## config.mk

```make
export PLATFORM = sky130hd
export DESIGN_NAME = pmu_cell
export DESIGN_NICKNAME = d
export VERILOG_FILES = /design/src/hdl/pmu_pkg.sv /design/src/hdl/pmu_cell.sv
export SDC_FILE = /design/constraint.sdc
export NUM_CORES = 1
export LEC_CHECK = 0
export ABC_AREA = 1
export BUFFER_PORTS_ARGS = -buffer_cell sky130_fd_sc_hd__buf_2
export CAP_MARGIN = 0
export CORE_ASPECT_RATIO = 1.5
export CORE_MARGIN = 5
export CORE_UTILIZATION = 64
export DETAILED_ROUTE_END_ITERATION = 12
export PLACE_DENSITY = 0.85
export SLEW_MARGIN = 20
export SYNTH_ARGS = -nofsm -noshare
export SYNTH_HDL_FRONTEND = slang
export SYNTH_SLANG_ARGS = --single-unit
```

## constraint.sdc

```tcl
create_clock -name clk -period 8.95 [get_ports clk]
set_input_delay 1.3425 -clock clk [delete_from_list [all_inputs] [get_ports clk]]
set_output_delay 1.3425 -clock clk [all_outputs]
set_load 0.02 [all_outputs]
```

## src/hdl/pmu_pkg.sv

```systemverilog
package pmu_pkg;

    localparam int MaxTerms = 32;
    localparam int CoeffW   = 32;

    // operand kind codes
    localparam logic KIND_FIRST  = 1'b0;
    localparam logic KIND_SECOND = 1'b1;

    typedef enum logic [2:0] {
        ST_IDLE,
        ST_MUL,
        ST_ACC,
        ST_EMIT,
        ST_FLUSH
    } state_t;

    // strobes from the sequencer to every cell of the chain
    typedef struct packed {
        logic load;       // store coeff in the cell addressed by count
        logic load_zero;  // store zero instead (empty first polynomial)
        logic mul;        // register term * b
        logic acc;        // sum += product
        logic shift;      // sum <= right neighbor's sum
    } cell_ctl_t;

endpackage

```

## src/hdl/pmu_cell.sv

```systemverilog
module pmu_cell #(
    parameter int IDX   = 0,
    parameter int CNT_W = 6
) (
    input  logic                      clk,
    input  logic                      rst_n,
    input  pmu_pkg::cell_ctl_t        ctl,
    input  logic [CNT_W-1:0]          count,
    input  logic [pmu_pkg::CoeffW-1:0] load_val,
    input  logic [pmu_pkg::CoeffW-1:0] b,
    input  logic [pmu_pkg::CoeffW-1:0] sum_in,
    output logic [pmu_pkg::CoeffW-1:0] sum_out
);

    logic [pmu_pkg::CoeffW-1:0] term_reg;
    logic [pmu_pkg::CoeffW-1:0] prod_reg;
    logic [pmu_pkg::CoeffW-1:0] sum_reg;
    logic [pmu_pkg::CoeffW-1:0] sum_next;
    logic                       hit;
    logic                       active;

    assign hit    = (count == CNT_W'(IDX));
    assign active = (count > CNT_W'(IDX));

    // coefficient store, written once per first-polynomial term
    always_ff @(posedge clk)
    begin
        if (ctl.load && hit)
        begin
            term_reg <= ctl.load_zero ? '0 : load_val;
        end
    end

    // low 32 bits of the product; idle cells contribute zero
    always_ff @(posedge clk)
    begin
        if (ctl.mul)
        begin
            prod_reg <= active ? term_reg * b : '0;
        end
    end

    always_comb
    begin
        sum_next = sum_reg;
        if (ctl.acc)
        begin
            sum_next = sum_reg + prod_reg;
        end
        else if (ctl.shift)
        begin
            sum_next = sum_in;
        end
    end

    always_ff @(posedge clk or negedge rst_n)
    begin
        if (!rst_n)
        begin
            sum_reg <= '0;
        end
        else
        begin
            sum_reg <= sum_next;
        end
    end

    assign sum_out = sum_reg;

endmodule

```

# [Word-level counts from Yosys, hierarchy flattened]
# Index checks and enable logic that the tools add are counted.
[totals] reg_bits=96 in_bits=109 output_inout_bits=32 elab_cells=11
[op_classes] addsub=1 mul=1 magnitude_cmp=1 n_mux=2 n_reduce_logical=3
[op_table] cell="two-way mux 32 bit" count=2
[op_table] cell="adder 32 bit" count=1
[op_table] cell="multiplier 32 x 32 -> 32 bit" count=1
[op_table] cell="> comparator 6 x 1 -> 1 bit (second input constant)" count=1
[op_table] cell="logical NOT 6 bit" count=1
[op_table] cell="nonzero test 2 bit" count=1
[op_table] cell="logical AND 1 bit" count=1

# [Logic depth before layout (Yosys ltp)]
# Gate-level depths: netlist of the first run.
[logic_depth] depth_word=2 ltp_mapped=32 mapped_depth_nobuf=30

# [Worst setup path after synthesis of the first run]
# Ideal clock, no wire load.
[synth_path] path_type="input to register" from="in b[12] (netlist name)" to="reg prod_reg[28] (netlist name) (data pin)" setup_ns=0.253 t_arrival_ns=7.291 required_time_ns=8.697 slack_ns=1.406 path_stages=26 path_buffers=2 path_cell_list="clkbuf_1 buf_1 nand2_1 fa_1 inv_1 fa_1 inv_1 fa_1 inv_1 fa_1 inv_1 fa_1 inv_1 fa_1 inv_1 fa_1 fa_1 inv_1 ha_1 a21o_1 a221oi_1 o21ai_0 a31oi_1 nand2_1 nand2_1 nor2_1"
[synth_between] elab_chain_cells=1
[synth_rtl] item="from (decl)" line_no="pmu_cell.sv:10" source="input logic [pmu_pkg::CoeffW-1:0] b,"
[synth_rtl] item="multiplier 32 x 32 -> 32 bit" line_no="pmu_cell.sv:39" source="prod_reg <= active ? term_reg * b : '0;"
[synth_rtl] item="to (signal assigned)" line_no="pmu_cell.sv:39"
[synth_rtl] item="to (decl)" line_no="pmu_cell.sv:16" source="logic [pmu_pkg::CoeffW-1:0] prod_reg;"
# No other way between the ends.
# A chain may end at the register's enable or synchronous reset.

# [Worst setup path in the final report of the first run]
[layout_path] from="in b[2] (netlist name)" to="reg prod_reg[31] (netlist name) (data pin)"
# Same word-level chain as after synthesis.

==> reports/results.ini, run 1 <==
[status]
run_status = complete, no violations

[clock_tree]
cts.clk_slew.worst_paths_ns = 0.10
clock_sinks = 96
cts_setup_buffers = 0
cts_root_buf = clkbuf_16
clockBufferDepth = 2
cts_tree = done
cts_hold_buf = 0
cts_resized = 0
cts_buffers = 9
htreeDepth = 3
clk-insertion-delay-late_ns = 0.41

[yosys]
syn_area_sq_um = 22430
syn-mean-instance-area_sq_um = 7.541
ys_seq_area_share_pct = 12.14
synth_cell_types = 44
ys_seq_elements = 96
synth_ff_type = edfxtp_1
synth_nets = 3646
syn_inst = 2974
synth_edf_count = 64
ys_async_sr_fraction_pct = 33.33
ys_warn_count = 0

[routing]
dr.first_iter.drc_count = 1292
detail_route.wl_per_cell_um = 18.98
drc_errors = 0
totalWireLength_um = 66660
drt_first_pass_iters = 6
vias = 19390
vias_per_cell = 5.522
detail-route-antenna-nets = 0

[floorplanning]
die_area_sq_um = 38960
pin_count = 141
start_util_pct = 64.27
core_sq_um = 34890
die_x_um = 162.8
dieHeight_um = 239.3
rows = 84

[global_route]
grtUsageTotal_pct = 35.38
grt-ovfl-total = 0
first_global_vias = 20960
antenna_found_initial = 0
grt_max_degree = 33
grt_pass1_wl_um = 105800

[final_layout]
drive_gt1_share_pct = 6.781
final_nets = 3705
layout_commonest_cell = nand2_1
nFillCells = 2864
area_delta_synth_final_pct = 5.919
post-route-util_pct = 68.08
diodes = 0
layout_common_cells = 837 x nand2_1, 827 x inv_1, 409 x fa_1, 154 x ha_1, 140 x buf_2

[setup_path]
arrival_ns = 8.06
startpoint_type = primary input
cp_max_fo = 22
critPathKind = primary input to register
endpoint_kind = register
worstRegToRegCells = 25
worstPathRequired_ns = 9.12

[sta]
rsz0062_at_grt = false
finalSetupViolations = 0
final.min_clock_period_ns = 7.884
slew_viol_final = 0
timing.slew.headroom_pct = 22.78
fmax_mhz = 126.8
tns_ns = 0
clock_skew_ns = 0.02204
tightest_slew_ns = 1.158
fin_crit_sh_pct = 88.09
hold_viol_final = 0

[worst_hold_path]
worstHoldPathType = register to register
hold_depth = 2

[job]
max_cap_violations = 0

[placement]
dpl.hpwl_um = 55650
gp_congestion = 1.051
io_buffer_count = 140

==> layer usage <==
layer / wire length (um) / track usage (%) / part of all wire (%)
met4: 6798 / 29.22 / 10
met5: 0 / 0 / 0
met2: 34750 / 64.66 / 52
met3: 4793 / 5.302 / 7.2
met1: 20310 / 34.74 / 30
==> synth_stat cells (all sizes together), types with 5 or more instances <==
| cell type | n | share of area [%] |
|---|---|---|
| nand2 | 844 | 14 |
| inv | 833 | 14 |
| fa | 409 | 37 |
| ha | 154 | 8.6 |
| nor2 | 121 | 2.0 |
| a21oi | 117 | 2.6 |
| clkbuf | 85 | 1.4 |
| o21ai | 76 | 1.7 |
| nand3 | 73 | 1.6 |
| edfxtp | 64 | 8.6 |
| buf | 37 | 0.88 |
| dfrtp | 32 | 3.6 |
| xor2 | 21 | 0.82 |
| xnor2 | 14 | 0.55 |
| a21o | 13 | 0.44 |
| o21bai | 13 | 0.45 |
| nor3 | 11 | 0.25 |
| nand4 | 10 | 0.28 |
| a31oi | 8 | 0.22 |
| nand3b | 7 | 0.23 |
| o21a | 5 | 0.17 |
==> cell type report <==
cell class,instances,area (sq um),share of cell area [%]
clock inverter,7,96.34,0.4056
tap,473,591.8,2.491
timing repair buffer,170,925.9,3.898
multi-input combinational,1920,16050,67.58
clock buffer,9,225.2,0.9481
sequential,96,2723,11.46
inverter,836,3138,13.21
==> worst max-delay path, cell delays in order <==
cell and delay [ns]:
buf_2 0.46, buf_4 0.29, nand2_1 0.10, fa_1 0.55, inv_1 0.05, fa_1 0.38, fa_1 0.51, inv_1 0.05
fa_1 0.52, inv_1 0.05, fa_1 0.49, inv_1 0.05, fa_1 0.54, fa_1 0.44, fa_1 0.55, inv_1 0.06
ha_1 0.35, inv_1 0.08, nor3_1 0.30, nand4_1 0.16, nor4_1 0.20, nand2_1 0.09, o2111ai_1 0.16, nand3_1 0.12
nand2_1 0.07, nor2_1 0.04
==> cells by family (layout without fill, tap and decap cells) <==
| group | after synthesis | in the layout | synth area share (%) |
|---|---|---|---|
| compound gates | 249 | 249 | 6.254 |
| xor+xnor | 35 | 35 | 1.367 |
| fa+ha+maj | 563 | 563 | 45.10 |
| buf+inv | 958 | 1022 | 16.30 |
| flops | 96 | 96 | 12.14 |
| simple gates | 1073 | 1073 | 18.84 |
==> path summary, 6_finish.rpt <==
check / slack, ns / endpoint / from
max in group asynchronous: 7.47 / sum_out[3] / rst_n
hold reg to reg: 0.52 / sum_out[13] / sum_out[13]
setup reg to reg: 1.53 / prod_reg[31] / term_reg[8]
min in group asynchronous: 1.01 / sum_out[19] / rst_n
setup / recovery: 1.07 / prod_reg[31] / b[2]
hold / removal: 0.52 / sum_out[13] / sum_out[13]
==> through the flow <==
step	area, sq um	std cells	hold slack [ns]	setup slack (ns)
2_1_floorplan	22430	2974	0.5529	1.406
4_1_cts	23750	3511	0.5217	1.116
3_5_place_dp	23430	3495	0.5047	0.6876
6_report	23750	3511	0.5164	1.066
3_3_place_gp	23430	3495	0.4997	0.8227
5_1_grt	23750	3511	0.5463	0.6793
Power of run 1 is left out: the tool's default activity adds up to more than one toggle a clock period on the data nets, which glitch-free logic cannot reach.
==> run 2: changes to the inputs <==
--- a/config.mk
+++ b/config.mk
@@ -10,9 +10,11 @@
 export CAP_MARGIN = 0
 export CORE_ASPECT_RATIO = 1.5
 export CORE_MARGIN = 5
-export CORE_UTILIZATION = 64
+export CORE_UTILIZATION = 69
 export DETAILED_ROUTE_END_ITERATION = 12
-export PLACE_DENSITY = 0.85
+export GPL_TIMING_DRIVEN = 0
+export PLACE_DENSITY = 0.91
+export SETUP_SLACK_MARGIN = 0.4
 export SLEW_MARGIN = 20
 export SYNTH_ARGS = -nofsm -noshare
 export SYNTH_HDL_FRONTEND = slang
==> constraint.sdc (replaced) <==
create_clock -name clk -period 9.39 [get_ports clk]
set_input_delay 1.4085 -clock clk [delete_from_list [all_inputs] [get_ports clk]]
set_output_delay 1.4085 -clock clk [all_outputs]
set_load 0.02 [all_outputs]
==> run 2 against run 1 <==
  * Count of clock-buffer cells in the layout unchanged
  * Setup slack worse by 0.57 ns
  * Clock skew down 0.0096 ns
  * Via count up 7.9%
  * Sequential share of layout area down 0.095 points
  * Utilization up 6.0 points
  * Critical path type unchanged
  * Largest cell class unchanged
==> reports/results.ini, run 2 (synthesis gave the netlist of run 1 again) <==
[routing]
vias_per_cell = 5.923
drc_errors = 0
totalWireLength_um = 81800
dr.first_iter.drc_count = 1833
detail_route.wl_per_cell_um = 23.15
vias = 20930
detail-route-antenna-nets = 0
drt_first_pass_iters = 9

[sta]
fin_crit_sh_pct = 94.75
tns_ns = 0
hold_viol_final = 0
finalSetupViolations = 0
tightest_slew_ns = 1.182
rsz0062_at_grt = true
hold-worst-slack_ns = 0.5375
final.min_clock_period_ns = 8.897
fmax_mhz = 112.4
timing.slew.headroom_pct = 21.18
clock_skew_ns = 0.01242
slew_viol_final = 0

[floorplanning]
dieHeight_um = 230.8
die_area_sq_um = 36280
rows = 81
pin_count = 141
start_util_pct = 69.37
core_sq_um = 32330
die_x_um = 157.2

[clock_tree]
clock_sinks = 96
cts_tree = done
cts_buffers = 9
clk-insertion-delay-late_ns = 0.41
clockBufferDepth = 2
cts_hold_buf = 0
cts.clk_slew.worst_paths_ns = 0.09
cts_root_buf = clkbuf_16
cts_setup_buffers = 0
htreeDepth = 3

[setup_path]
cp_slowest_cell = clkbuf_1
path_buf_inv = 8
cp_max_fo = 10
arrival_ns = 9.06
cp_common_cell = fa_1
endpoint_kind = register
cpPeakStageDelay_ns = 0.78
r2r_slack_ns = 0.75
path_cells = buf_4, clkbuf_1, nand2_1, fa_1, inv_1, fa_1, fa_1, inv_1, fa_1, inv_1, fa_1, inv_1, fa_1, fa_1, fa_1, inv_1, ha_1, inv_1, nor3_1, nand4_1, o2111ai_1, nand3_1, nand2_1, nor2_1
cpLargestDelayFamily = adder cells
startpoint_type = primary input
critPathKind = primary input to register
worstPathRequired_ns = 9.55

[global_route]
grt_max_degree = 33
antenna_found_initial = 2
grtUsageTotal_pct = 46.44
grt_pass1_wl_um = 123300
first_global_vias = 22810
grt-ovfl-total = 0

[final_layout]
multi_input_area_sq_um = 16070
seq_area_sq_um = 2723
nFillCells = 2409
area_delta_synth_final_pct = 6.801
stdcell_area_sq_um = 23950
layout_commonest_cell = nand2_1
drive_gt1_share_pct = 6.543
diodes = 0
layout_common_cells = 837 x nand2_1, 827 x inv_1, 409 x fa_1, 154 x ha_1, 144 x buf_2
final_nets = 3785
post-route-util_pct = 74.09

[status]
run_status = complete, no violations

[placement]
io_buffer_count = 127
dpl.hpwl_um = 67350
gp_congestion = 1.057
placed_cell_area_sq_um = 23610

[worst_hold_path]
worstHoldPathType = register to register

[job]
max_cap_violations = 0

-- run 2: metal layers --
| metal | track usage [%] | share of wire, % | vias up |
|---|---|---|---|
| met1 | 41.59 | 27 | 9736 |
| met3 | 12.25 | 9.4 | 711 |
| li1 | - | - | 8922 |
| met2 | 79.28 | 49 | 1554 |
| met5 | 0 | 0.032 | - |
| met4 | 48.64 | 15 | 4 |
-- run 2: repair_timing --
item,CTS,global route
gates resized for setup,4,28
setup endpoints to repair,5,6
hold endpoints to repair,0,0
-- run 2: worst reg2reg max path, cell delays in order, from the launching register on --
cell and delay (ns):
edfxtp_1 0.39, clkbuf_1 0.61, buf_1 0.72, nand2_1 0.20, fa_1 0.56, inv_1 0.06, fa_1 0.58, inv_1 0.07
fa_1 0.52, inv_1 0.06, fa_1 0.54, inv_1 0.05, fa_1 0.51, fa_1 0.43, fa_1 0.50, inv_1 0.05
fa_1 0.59, ha_1 0.38, inv_1 0.08, nor3_1 0.29, nand4_1 0.25, o2111ai_1 0.67, nand3_1 0.17, nand2_1 0.09
nor2_1 0.04
-- run 2: path summary, 6_finish.rpt --
check | from | end | cells after the start
setup / recovery | b[4] | prod_reg[31] | 24
hold / removal | sum_out[26] | sum_out[26] | 2
setup reg to reg | term_reg[12] | prod_reg[31] | 24
hold reg to reg | sum_out[26] | sum_out[26] | 2
max in group asynchronous | rst_n | sum_out[8] | 1
min in group asynchronous | rst_n | sum_out[20] | 1
-- run 2: cell type report --
cell class	count	share of cell area, %
plain buffers	122	2.241
clock buffers	9	0.9403
clock inverters	7	0.3396
inverters	836	13.10
multi-input cells	1920	67.11
flip-flops and latches	96	11.37
well taps	415	2.168
repair buffers	128	2.737
-- run 2: stage by stage --
step | setup slack (ns) | std cells
after global routing | 0.4223 | 3533
after global placement | -0.3104 | 3516
after detailed placement | -0.4539 | 3517
final | 0.4931 | 3533
after CTS | 0.4579 | 3533
after floorplan | 1.780 | 2974
Power of run 2 is left out for the same reason.
