==> src/hdl/pmu_pkg.sv <==
package pmu_pkg;

    localparam int MaxTerms = 32;
    localparam int CoeffW   = 32;

    // operand kind codes
    localparam logic KIND_FIRST  = 1'b0;
    localparam logic KIND_SECOND = 1'b1;

    typedef enum logic [2:0] {
        ST_IDLE,
        ST_MUL,
        ST_ACC,
        ST_EMIT,
        ST_FLUSH
    } state_t;

    // strobes from the sequencer to every cell of the chain
    typedef struct packed {
        logic load;       // store coeff in the cell addressed by count
        logic load_zero;  // store zero instead (empty first polynomial)
        logic mul;        // register term * b
        logic acc;        // sum += product
        logic shift;      // sum <= right neighbor's sum
    } cell_ctl_t;

endpackage

==> src/hdl/pmu_in_if.sv <==
interface pmu_in_if;
    logic                              valid;
    logic                              ready;
    logic                              kind;
    logic signed [pmu_pkg::CoeffW-1:0] coeff;
    logic                              last;

    modport source (output valid, output kind, output coeff, output last, input ready);
    modport sink   (input valid, input kind, input coeff, input last, output ready);
endinterface

==> src/hdl/pmu_out_if.sv <==
interface pmu_out_if;
    logic                              valid;
    logic                              ready;
    logic signed [pmu_pkg::CoeffW-1:0] product_coeff;
    logic                              final_res;

    modport source (output valid, output product_coeff, output final_res, input ready);
    modport sink   (input valid, input product_coeff, input final_res, output ready);
endinterface

==> src/hdl/pmu_ctrl.sv <==
module pmu_ctrl #(
    parameter int MAX_TERMS = pmu_pkg::MaxTerms,
    parameter int CNT_W     = $clog2(MAX_TERMS + 1)
) (
    input  logic                       clk,
    input  logic                       rst_n,
    pmu_in_if.sink                     operand,
    pmu_out_if.source                  result,
    input  logic [pmu_pkg::CoeffW-1:0] head_sum,
    output pmu_pkg::cell_ctl_t         ctl,
    output logic [CNT_W-1:0]           count,
    output logic [pmu_pkg::CoeffW-1:0] b
);

    pmu_pkg::state_t state_reg, state_next;
    logic [CNT_W-1:0] count_reg, count_next;
    logic [CNT_W-1:0] rem_reg, rem_next;
    logic             done_reg, done_next;
    logic [pmu_pkg::CoeffW-1:0] b_reg, b_next;
    logic             last_reg, last_next;
    logic             out_valid_reg, out_valid_next;
    logic [pmu_pkg::CoeffW-1:0] out_coeff_reg;
    logic             out_final_reg;
    logic             out_load;
    logic             out_final;
    logic             out_free;
    logic             accept;

    assign operand.ready = (state_reg == pmu_pkg::ST_IDLE);
    assign accept        = operand.valid && operand.ready;
    assign out_free      = !out_valid_reg || result.ready;

    always_comb
    begin
        state_next = state_reg;
        count_next = count_reg;
        rem_next   = rem_reg;
        done_next  = done_reg;
        b_next     = b_reg;
        last_next  = last_reg;
        ctl        = '0;
        out_load   = 1'b0;
        out_final  = 1'b0;
        unique case (state_reg)
            pmu_pkg::ST_IDLE:
            begin
                if (accept)
                begin
                    if (operand.kind == pmu_pkg::KIND_FIRST)
                    begin
                        if (!done_reg)
                        begin
                            if (count_reg < CNT_W'(MAX_TERMS))
                            begin
                                ctl.load   = 1'b1;
                                count_next = count_reg + CNT_W'(1);
                            end
                            if (operand.last)
                            begin
                                done_next = 1'b1;
                            end
                        end
                    end
                    else
                    begin
                        done_next = 1'b1;
                        b_next    = operand.coeff;
                        last_next = operand.last;
                        if (count_reg == '0)
                        begin
                            ctl.load      = 1'b1;
                            ctl.load_zero = 1'b1;
                            count_next    = CNT_W'(1);
                        end
                        state_next = pmu_pkg::ST_MUL;
                    end
                end
            end
            pmu_pkg::ST_MUL:
            begin
                ctl.mul    = 1'b1;
                state_next = pmu_pkg::ST_ACC;
            end
            pmu_pkg::ST_ACC:
            begin
                ctl.acc    = 1'b1;
                state_next = pmu_pkg::ST_EMIT;
            end
            pmu_pkg::ST_EMIT:
            begin
                if (out_free)
                begin
                    out_load  = 1'b1;
                    out_final = last_reg && (count_reg == CNT_W'(1));
                    ctl.shift = 1'b1;
                    if (last_reg && count_reg != CNT_W'(1))
                    begin
                        rem_next   = count_reg - CNT_W'(1);
                        state_next = pmu_pkg::ST_FLUSH;
                    end
                    else
                    begin
                        if (last_reg)
                        begin
                            count_next = '0;
                            done_next  = 1'b0;
                        end
                        state_next = pmu_pkg::ST_IDLE;
                    end
                end
            end
            pmu_pkg::ST_FLUSH:
            begin
                if (out_free)
                begin
                    out_load  = 1'b1;
                    out_final = (rem_reg == CNT_W'(1));
                    ctl.shift = 1'b1;
                    rem_next  = rem_reg - CNT_W'(1);
                    if (rem_reg == CNT_W'(1))
                    begin
                        count_next = '0;
                        done_next  = 1'b0;
                        state_next = pmu_pkg::ST_IDLE;
                    end
                end
            end
            default:
            begin
                state_next = pmu_pkg::ST_IDLE;
            end
        endcase
    end

    always_comb
    begin
        out_valid_next = out_valid_reg;
        if (out_load)
        begin
            out_valid_next = 1'b1;
        end
        else if (result.ready)
        begin
            out_valid_next = 1'b0;
        end
    end

    always_ff @(posedge clk or negedge rst_n)
    begin
        if (!rst_n)
        begin
            state_reg     <= pmu_pkg::ST_IDLE;
            count_reg     <= '0;
            rem_reg       <= '0;
            done_reg      <= 1'b0;
            out_valid_reg <= 1'b0;
        end
        else
        begin
            state_reg     <= state_next;
            count_reg     <= count_next;
            rem_reg       <= rem_next;
            done_reg      <= done_next;
            out_valid_reg <= out_valid_next;
        end
    end

    always_ff @(posedge clk)
    begin
        b_reg    <= b_next;
        last_reg <= last_next;
        if (out_load)
        begin
            out_coeff_reg <= head_sum;
            out_final_reg <= out_final;
        end
    end

    assign result.valid         = out_valid_reg;
    assign result.product_coeff = out_coeff_reg;
    assign result.final_res     = out_final_reg;
    assign count                = count_reg;
    assign b                    = b_reg;

endmodule

==> src/flat_wrapper.sv <==
// flat-port wrapper written by rule: the top's interface ports become plain ports
module pmu_ctrl_flat 
#(
    parameter int MAX_TERMS = pmu_pkg::MaxTerms,
    parameter int CNT_W     = $clog2(MAX_TERMS + 1)
)
  (clk, rst_n, head_sum, ctl, count, b, operand_valid, operand_kind, operand_coeff, operand_last, operand_ready, result_valid, result_product_coeff, result_final_res, result_ready);
  pmu_in_if operand_i ();
  pmu_out_if result_i ();
  input  logic clk;
  input  logic rst_n;
  input  logic [pmu_pkg::CoeffW-1:0] head_sum;
  output pmu_pkg::cell_ctl_t ctl;
  output logic [CNT_W-1:0] count;
  output logic [pmu_pkg::CoeffW-1:0] b;
  input wire logic [$bits(operand_i.valid)-1:0] operand_valid;
  input wire logic [$bits(operand_i.kind)-1:0] operand_kind;
  input wire logic [$bits(operand_i.coeff)-1:0] operand_coeff;
  input wire logic [$bits(operand_i.last)-1:0] operand_last;
  output wire logic [$bits(operand_i.ready)-1:0] operand_ready;
  output wire logic [$bits(result_i.valid)-1:0] result_valid;
  output wire logic [$bits(result_i.product_coeff)-1:0] result_product_coeff;
  output wire logic [$bits(result_i.final_res)-1:0] result_final_res;
  input wire logic [$bits(result_i.ready)-1:0] result_ready;
  assign operand_i.valid = operand_valid;
  assign operand_i.kind = operand_kind;
  assign operand_i.coeff = operand_coeff;
  assign operand_i.last = operand_last;
  assign operand_ready = operand_i.ready;
  assign result_valid = result_i.valid;
  assign result_product_coeff = result_i.product_coeff;
  assign result_final_res = result_i.final_res;
  assign result_i.ready = result_ready;
  pmu_ctrl #(.MAX_TERMS(MAX_TERMS), .CNT_W(CNT_W)) u_core (.clk(clk), .rst_n(rst_n), .operand(operand_i), .result(result_i), .head_sum(head_sum), .ctl(ctl), .count(count), .b(b));
endmodule
==> config.mk <==
export PLATFORM = sky130hd
export DESIGN_NAME = pmu_ctrl_flat
export DESIGN_NICKNAME = d
export VERILOG_FILES = /design/src/hdl/pmu_pkg.sv /design/src/hdl/pmu_in_if.sv /design/src/hdl/pmu_out_if.sv /design/src/hdl/pmu_ctrl.sv /design/src/flat_wrapper.sv
export SDC_FILE = /design/constraint.sdc
export NUM_CORES = 1
export LEC_CHECK = 0
export ABC_AREA = 1
export ABC_CLOCK_PERIOD_IN_PS = 3480
export BUFFER_PORTS_ARGS = -buffer_cell sky130_fd_sc_hd__buf_2
export CAP_MARGIN = 25
export CORE_AREA = 2 2 104 76
export DETAILED_ROUTE_END_ITERATION = 10
export DIE_AREA = 0 0 106 78
export PLACE_DENSITY = 0.8
export SYNTH_ARGS = -nofsm -noshare
export SYNTH_HDL_FRONTEND = slang
export SYNTH_SLANG_ARGS = --single-unit
export TNS_END_PERCENT = 1
==> constraint.sdc <==
create_clock -name clk -period 3.48 [get_ports clk]
set_clock_uncertainty 0.05 [all_clocks]
set_input_delay 0.348 -clock clk [delete_from_list [all_inputs] [get_ports clk]]
set_output_delay 0.348 -clock clk [all_outputs]
set_load 0.01 [all_outputs]
# Word level (Yosys, flattened, before mapping)
# Cells that the tools add are included.
[classes]
reduce_logical = 16
n_eq_ne = 18
n_mux = 48
n_addsub = 3
magnitude_cmp = 1
[op_table]
columns = ["cell", "count"]
rows = [
  ["6-bit 2-to-1 mux", 13],
  ["1-bit 2-to-1 mux", 21],
  ["3-bit 2-to-1 mux", 6],
  ["6-bit one-hot mux with 3 select lines", 1],
  ["3-bit one-hot mux with 5 select lines", 1],
  ["6-bit by 1-bit equality test with 1-bit output (second input constant)", 2],
  ["6-bit one-hot mux with 2 select lines", 1],
  ["6-bit by 1-bit subtractor with 6-bit output (second input constant)", 2],
  ["2-bit by 1-bit inequality test with 1-bit output (second input constant)", 5],
  ["10-bit AND reduction", 1],
  ["3-bit inequality test (second input constant)", 3],
  ["7-bit AND reduction", 1],
  ["6-bit by 1-bit adder with 6-bit output (second input constant)", 1],
  ["3-bit by 2-bit equality test with 1-bit output (second input constant)", 2],
  ["6-bit zero test", 1],
  ["6-bit < comparator (second input constant)", 1],
  ["2-bit 2-to-1 mux", 3],
  ["2-bit inequality test (second input constant)", 3],
  ["6-bit by 1-bit inequality test with 1-bit output (second input constant)", 1],
  ["5-bit AND reduction", 1],
  ["4-bit AND reduction", 1],
  ["2-bit nonzero test", 2],
  ["3-bit by 1-bit equality test with 1-bit output (second input constant)", 1],
  ["3-bit equality test (second input constant)", 1],
  ["other kinds (9)", 11],
]
[totals]
out_inout_bits = 78
ff_bits = 83

# Logic depth before layout (Yosys ltp)
# Gate-level depths: netlist (run 1).
[depth]
word_depth = 6
mapped_depth = 9
depth_no_buf = 9

# Least setup slack after synthesis (run 1)
# OpenSTA, ideal clock, no wires.
[synth_timing]
path_type = "register to output"
startpoint = "register u_core.state_reg[1]"
endpoint = "output port ctl[0] in the netlist's numbering"
stages_incl_launch_ff = 7
slack_ns = 0.448
n_path_buf = 1
t_arrival_ns = 2.634
required_time_ns = 3.082
path_cell_list = "dfrtp_1 nor2_2 nand2_4 inv_2 nor2_4 nor2_1 buf_4"
[synth_via]
elab_chain_len = 3
elab_cells_between_ends = 4
classes_between = "2 x eq/ne; 1 x mux; 1 x reduce/logical"
[synth_lines]
columns = ["element", "line", "rtl"]
rows = [
  ["start: declaration", "pmu_ctrl.sv:15", "pmu_pkg::state_t state_reg, state_next;"],
  ["start signal: assignment", "pmu_ctrl.sv:152", "state_reg <= pmu_pkg::ST_IDLE;"],
  ["start signal: assignment", "pmu_ctrl.sv:160", "state_reg <= state_next;"],
  ["3-bit by 2-bit equality test with 1-bit output or 3-bit equality test (tied branches)", "-", ""],
  ["2-bit OR reduction (no line) (*)", "-", ""],
  ["1-bit 2-to-1 mux (*)", "-", ""],
  ["end: declaration", "flat_wrapper.sv:13", "output pmu_pkg::cell_ctl_t ctl;"],
]
# Every way passes the cells marked *; elsewhere a longest branch is shown, timed or not.

==> qor.yml, run 1 <==
status:
  outcome: "finished clean"
routing:
  drt_pass1_iterations: 4
  antenna_left: 0
  drt-total-wl_um: 7385
  drt_iter0_markers: 216
  wire_per_inst_um: 14.31
  via_count: 2482
  drc: 0
  vias_per_cell: 4.810
clock_network:
  numCtsBuffers: 9
  cts_tree: "yes"
  clock_path_buffers: 2
  clock-root-buffer: "clkbuf_8"
  clk_pin_slew_ns: 0.09
  clock_sinks: 83
  clock_latency_ns: 0.34
  htree_num_levels: 3
pwr:
  swShare: 0.3445
  pwr-share-comb: 0.294
  p_int_uw: 1844
  switching_power_uw: 968.8
  p_leak_uw: 0.001996
  clock_power_share: 0.223
  ir_drop_uv: 407.6
  power.density_mw_per_mm2: 638.5
  seq_power_share: 0.483
floorplan:
  initial_core_util: 0.4661
  num_rows: 26
  core_area_mm2: 0.007189
  io_pins: 148
  fp.dieH_um: 78
  die_w_um: 106
  die-area_mm2: 0.008268
timing:
  worst_pin_slew_ns: 0.4396
  finalHoldViolCount: 0
  rsz0062_at_grt: "false"
  layout_setup_ws_ns: 1.004
  tns_ns: 0
  setup_viol: 0
  fin_crit_sh: 0.7115
  slew_violations: 0
  max_freq_ghz: 0.4039
  fin_crit_ns: 2.476
  slew_headroom: 0.7069
synth:
  yosysTopAreaCell: "edfxtp_1"
  syn_avg_cell_area_um2: 13.14
  synth-async-reset-ratio: 0.2048
  synthTopCellsByArea: "edfxtp_1 (59%), dfrtp_1 (13%), nand2_1 (6.7%)"
  ys.flop_type: "edfxtp_1"
  netlist_area_mm2: 0.003351
  yosysUniqueCellTypes: 31
  synth_edf_count: 66
  synth_cells: 255
  synth_top_area_share: 0.5915
  seq_area_frac_synth: 0.7184
  yosys_register_bits: 83
  synth_nets: 331
  ys_warn_count: 0
grt:
  grt_overflow: 0
  grt_first_pass_wirelength_um: 11650
  grt_antenna_before_repair: 0
  grt_use_total: 0.1850
  grt_max_degree: 36
  grt_pass1_vias: 2456
worst_setup_path:
  path_max_fanout: 35
  crit_path_end_kind: "output port"
  reg2reg_to: "u_core.result.product_coeff[24]$_DFFE_PP_"
  arrival_ns: 2.08
  r2r-start: "u_core.state_reg[1]$_DFFE_PN0P_"
  worstPathRequired_ns: 3.08
  cp-start-kind: "flip-flop"
  reg2reg_depth: 6
  r2r_slack_ns: 1.56
  critPathKind: "reg2out"
layout:
  layout.nets: 489
  syn_to_final_growth_pct: 31.44
  final_layout_size_suffix_gt1_frac: 0.4498
  stdcell_area_mm2: 0.004404
  antennaDiodeCount: 0
  utilization: 0.6126
hold_path:
  hold_path_class: "in2reg"
  hp-start: "head_sum[23]"
  hold_end: "u_core.result.product_coeff[23]$_DFFE_PP_"
  whs_path_depth: 1
place:
  gpl.final_weighted_congestion: 0.9125
  port_buffers: 147
  dp_slack_ns: 1.384
  place_hpwl_um: 5645
  placed_area_mm2: 0.004212
job:
  maxCapViolations: 0
-- critical path, stage by stage, from the launching register on --
cell and delay (ns):
dfrtp_1 0.44, nor2_2 0.19, nand2_4 0.15, inv_2 0.19
nor2_4 0.07, nor2_4 0.07, buf_4 0.38, buf_2 0.22
-- cells in the mapped netlist (3+ instances only) --
master	n
o21ai_0	6
nor2_1	17
o21ai_1	3
edfxtp_1	66
a21oi_1	4
nand2_4	6
dfrtp_1	17
inv_1	17
nand3_1	19
nor3_1	3
ha_1	6
xnor2_1	3
inv_2	3
nand2_1	60
nand4_1	3
-- how the worst max path moves through the flow --
stage	start	endpoint	depth (start not counted)
3_3_place_gp	u_core.state_reg[1]$_DFFE_PN0P_	ctl[0]	7
4_1_cts	u_core.state_reg[1]$_DFFE_PN0P_	ctl[0]	7
3_5_place_dp	u_core.state_reg[1]$_DFFE_PN0P_	ctl[0]	7
6_report	u_core.state_reg[1]$_DFFE_PN0P_	ctl[0]	7
2_1_floorplan	u_core.state_reg[1]$_DFFE_PN0P_	ctl[0]	6
5_1_grt	u_core.state_reg[1]$_DFFE_PN0P_	ctl[0]	7
-- cell families after synthesis --
kind of cell    after synthesis  share of synthesized area
xor+xnor                      5                    0.01307
fa+ha+maj                     6                    0.02240
flops                        83                     0.7184
simple gates                121                     0.1860
compound gates               17                    0.03099
buf+inv                      23                    0.02913
-- through the flow --
step,std cells,power (uW),hold WS [ns]
6_report,516,2812,0.1226
5_1_grt,516,2988,0.09466
4_1_cts,516,2846,0.1015
3_5_place_dp,499,2206,0.2480
3_3_place_gp,499,2185,0.2419
2_1_floorplan,255,1918,0.002409
-- per-layer routing --
metal | global-route usage | part of all wire | up-vias
met5 | 0 | 0 | -
met4 | 0.05789 | 0.014 | 0
met3 | 0.07563 | 0.10 | 11
met2 | 0.2955 | 0.47 | 135
met1 | 0.2322 | 0.42 | 1153
li1 | - | - | 1183
-- what timing repair did --
| action | 4_1_cts | 5_1_grt |
|---|---|---|
| endpoints found under the setup margin | 0 | 0 |
| resized for setup | 0 | 0 |
| endpoints found under the hold margin | 17 | 0 |
| buffers inserted | 0 | 0 |
| hold buffers | 1 | 0 |
-- cell type report --
class / instances / area, um^2
inverter: 20 / 75.07
timing repair buffer: 150 / 760.7
sequential: 83 / 2407
clock inverter: 7 / 58.81
tap: 98 / 122.6
clock buffer: 9 / 123.9
multi-input combinational: 149 / 855.8
fill: 587 / 2785
-- cell usage in the layout (no fill, tap or decap), types with 4 or more instances in the layout --
cell type,n
dfrtp_1,17
inv_1,17
a21oi_1,4
clkbuf_8,9
ha_1,6
nor2_1,15
buf_2,147
nand2_4,6
edfxtp_1,66
nand2_1,60
o21ai_0,6
nand3_1,19
-- power groups by stage --
stage               clock network, uW  registers [uW]  logic, uW
global placement                    0            1370        817
floorplan                           0            1430        483
finish                            628            1360        827
global route                      690            1380        920
CTS                               656            1360        832
detailed placement                  0            1380        827
No activity file was read; power rests on OpenSTA's default activity.
==> inputs of run 2 (changes only) <==
--- a/config.mk
+++ b/config.mk
@@ -6,13 +6,13 @@
 export NUM_CORES = 1
 export LEC_CHECK = 0
 export ABC_AREA = 1
-export ABC_CLOCK_PERIOD_IN_PS = 3480
+export ABC_CLOCK_PERIOD_IN_PS = 2150
 export BUFFER_PORTS_ARGS = -buffer_cell sky130_fd_sc_hd__buf_2
 export CAP_MARGIN = 25
-export CORE_AREA = 2 2 104 76
+export CORE_AREA = 2 2 110 80
 export DETAILED_ROUTE_END_ITERATION = 10
-export DIE_AREA = 0 0 106 78
-export PLACE_DENSITY = 0.8
+export DIE_AREA = 0 0 112 82
+export PLACE_DENSITY = 0.75
 export SYNTH_ARGS = -nofsm -noshare
 export SYNTH_HDL_FRONTEND = slang
 export SYNTH_SLANG_ARGS = --single-unit
==> constraint.sdc (replaced) <==
create_clock -name clk -period 2.15 [get_ports clk]
set_clock_uncertainty 0.05 [all_clocks]
set_input_delay 0.215 -clock clk [delete_from_list [all_inputs] [get_ports clk]]
set_output_delay 0.215 -clock clk [all_outputs]
set_load 0.01 [all_outputs]
==> run 2 against run 1 <==
  * Design area grew 13%
  * Hold slack worse by 0.11 ns
  * Global-route usage fell by 0.46 points
  * First-iteration DRC count shrank 18%
  * Sequential share of layout area down 6.3 points
  * Core utilization down 0.56 points
  * Clock power grew 150%
  * Combinational power is 79% higher
  * Largest cell class unchanged
==> qor.yml, run 2 (synthesis gave the netlist of run 1 again) <==
timing:
  worst_pin_slew_ns: 0.4033  # -0.03624 ns
  slew_headroom: 0.7311  # +0.02416
  setup_viol: 0  # unchanged
  fin_crit_sh: 0.9555
  slew_violations: 0  # unchanged
  finalHoldViolCount: 0  # unchanged
  layout_setup_ws_ns: 0.09563  # -0.9083 ns
  max_freq_ghz: 0.4868
  fin_crit_ns: 2.054
place:
  gpl.final_weighted_congestion: 0.8086  # -11%
  port_buffers: 147  # unchanged
  dp_slack_ns: 0.3830  # -1.001 ns
  place_inst: 507  # +1.6%
  place_hpwl_um: 5998  # +6.2%
worst_setup_path:
  crit_path_end_kind: "output port"
  max_stage_delay_ns: 0.42  # -0.02 ns
  critPathKind: "reg2out"
  reg2reg_depth: 9  # +3
  crit_family: "simple AND/OR/NAND/NOR gates"
  crit_chain: "nor2_2 > nand2_4 > inv_4 > nor2_4 > nor2_4 > buf_12 > buf_2"
  worstPathRequired_ns: 1.88  # -1.20 ns
  arrival_ns: 1.79  # -0.29 ns
  cp_num_buf_inv: 3  # unchanged
  cpMostUsedCell: "nor2_4"
  path_max_fanout: 18  # -49%
  cp-start-kind: "flip-flop"
  cp.depth: 7  # unchanged
  timing.critical_path.slowest_stage_cell: "dfrtp_1"
layout:
  stdcell_count: 564  # +9.3%
  syn_to_final_growth_pct: 48.51
  antennaDiodeCount: 0  # unchanged
  nFillCells: 643  # +9.5%
  layout.nets: 530  # +8.4%
  final_common_cell: "buf_2"
  final_layout_size_suffix_gt1_frac: 0.4118  # -0.03800
  final_cell_mix: "buf_2 (147), edfxtp_1 (66), nand2_1 (60), dlygate4sd3_1 (40), nand3_1 (19)"
grt:
  grt_first_pass_wirelength_um: 12710  # +9.1%
  grt_pass1_vias: 2489  # +1.3%
  grt_antenna_before_repair: 0  # unchanged
  grt_use_total: 0.1805  # -0.004566
  grt_overflow: 0  # unchanged
  grt_max_degree: 36  # unchanged
floorplan:
  initial_core_util: 0.4087  # -0.05733
  num_rows: 28  # +7.7%
  die-area_mm2: 0.009184  # +11%
  core_area_mm2: 0.008198  # +14%
  die_w_um: 112  # +5.7%
  fp.dieH_um: 82  # +5.1%
  io_pins: 148  # unchanged
pwr:
  ir_drop_uv: 574.7  # +41%
  power.density_mw_per_mm2: 1050  # +64%
  p_leak_uw: 0.002231  # +12%
routing:
  antenna_left: 0  # unchanged
  drt_iter0_markers: 177  # -18%
  via_count: 2646  # +6.6%
  drt-total-wl_um: 8726  # +18%
  wire_per_inst_um: 15.47  # +8.1%
  drt_pass1_iterations: 4  # unchanged
  vias_per_cell: 4.691  # -2.5%
  drc: 0  # unchanged
hold_path:
  whs_path_depth: 1  # unchanged
  hold_path_class: "in2reg"
clock_network:
  clock_sinks: 83  # unchanged
  clock_latency_ns: 0.33  # about the same
  clock-root-buffer: "clkbuf_16"
  htree_num_levels: 3  # unchanged
  numCtsBuffers: 9  # unchanged
  clk_pin_slew_ns: 0.06  # -0.03 ns
  clock_path_buffers: 2  # unchanged
  cts_tree: "yes"
job:
  maxCapViolations: 0  # unchanged
status:
  outcome: "finished clean"
-- run 2: cell count changes in the layout (fill, tap and decap cells not counted), sizes merged --
cell / previous run / this run
clkinv: 2 / 3
bufinv: 0 / 1
inv: 24 / 21
buf: 149 / 150
dlygate4sd3: 1 / 40
clkinvlp: 1 / 2
clkbuf: 9 / 10
-- run 2: metal layers --
layer,track usage,share of wire,up-vias
met5,0,0,-
met4,0.06098,0.015,0
met3,0.05609,0.065,11
met2,0.3127,0.51,97
met1,0.2190,0.41,1262
li1,-,-,1276
-- run 2: worst paths after layout --
kind / slack (ns) / startpoint / endpoint
setup reg to reg: 0.42 / u_core.count[0]$_DFFE_PN0P_ / u_core.count[1]$_DFFE_PN0P_
hold reg to reg: 0.47 / u_core.done_reg$_DFFE_PN0P_ / u_core.done_reg$_DFFE_PN0P_
max in group asynchronous: 1.47 / rst_n / u_core.count[5]$_DFFE_PN0P_
min in group asynchronous: 0.29 / rst_n / u_core.done_reg$_DFFE_PN0P_
setup / recovery: 0.1 / u_core.state_reg[1]$_DFFE_PN0P_ / ctl[0]
hold / removal: 0.009 / operand_coeff[13] / u_core.b[13]$_DFFE_PP_
-- run 2: cell type report --
class                           count  area [um^2]  share of cell area
Timing Repair Buffer              191         1196              0.2404
Multi-Input combinational cell    149        860.8              0.1730
Tap cell                          105        131.4             0.02640
Inverter                           20        77.57             0.01559
Clock buffer                        9        225.2             0.04526
Clock inverter                      7        77.57             0.01559
Sequential cell                    83         2407              0.4838
-- run 2: metrics by stage --
step	total power, uW	setup TNS (ns)	hold slack [ns]	util	area, um^2
3_5_place_dp	3589	0	0.1241	0.5172	4240
5_1_grt	5528	-0.003011	-0.0005251	0.6070	4976
2_1_floorplan	3104	-2.338	-0.1306	-	3356
3_3_place_gp	3542	0	0.1176	0.5172	4240
4_1_cts	5191	0	0.0005600	0.5933	4863
6_report	5225	0	0.008602	0.6070	4976
-- run 2: power by group --
group,internal (uW),switching [uW]
clock network,908,646
registers,2060,133
logic,585,890
total,3550,1670
-- run 2: what timing repair did --
| action | CTS | global route |
|---|---|---|
| resized for setup | 0 | 2 |
| hold buffers | 32 | 8 |
| setup endpoints to repair | 0 | 1 |
| setup buffers | 0 | 0 |
| endpoints found under the hold margin | 48 | 8 |
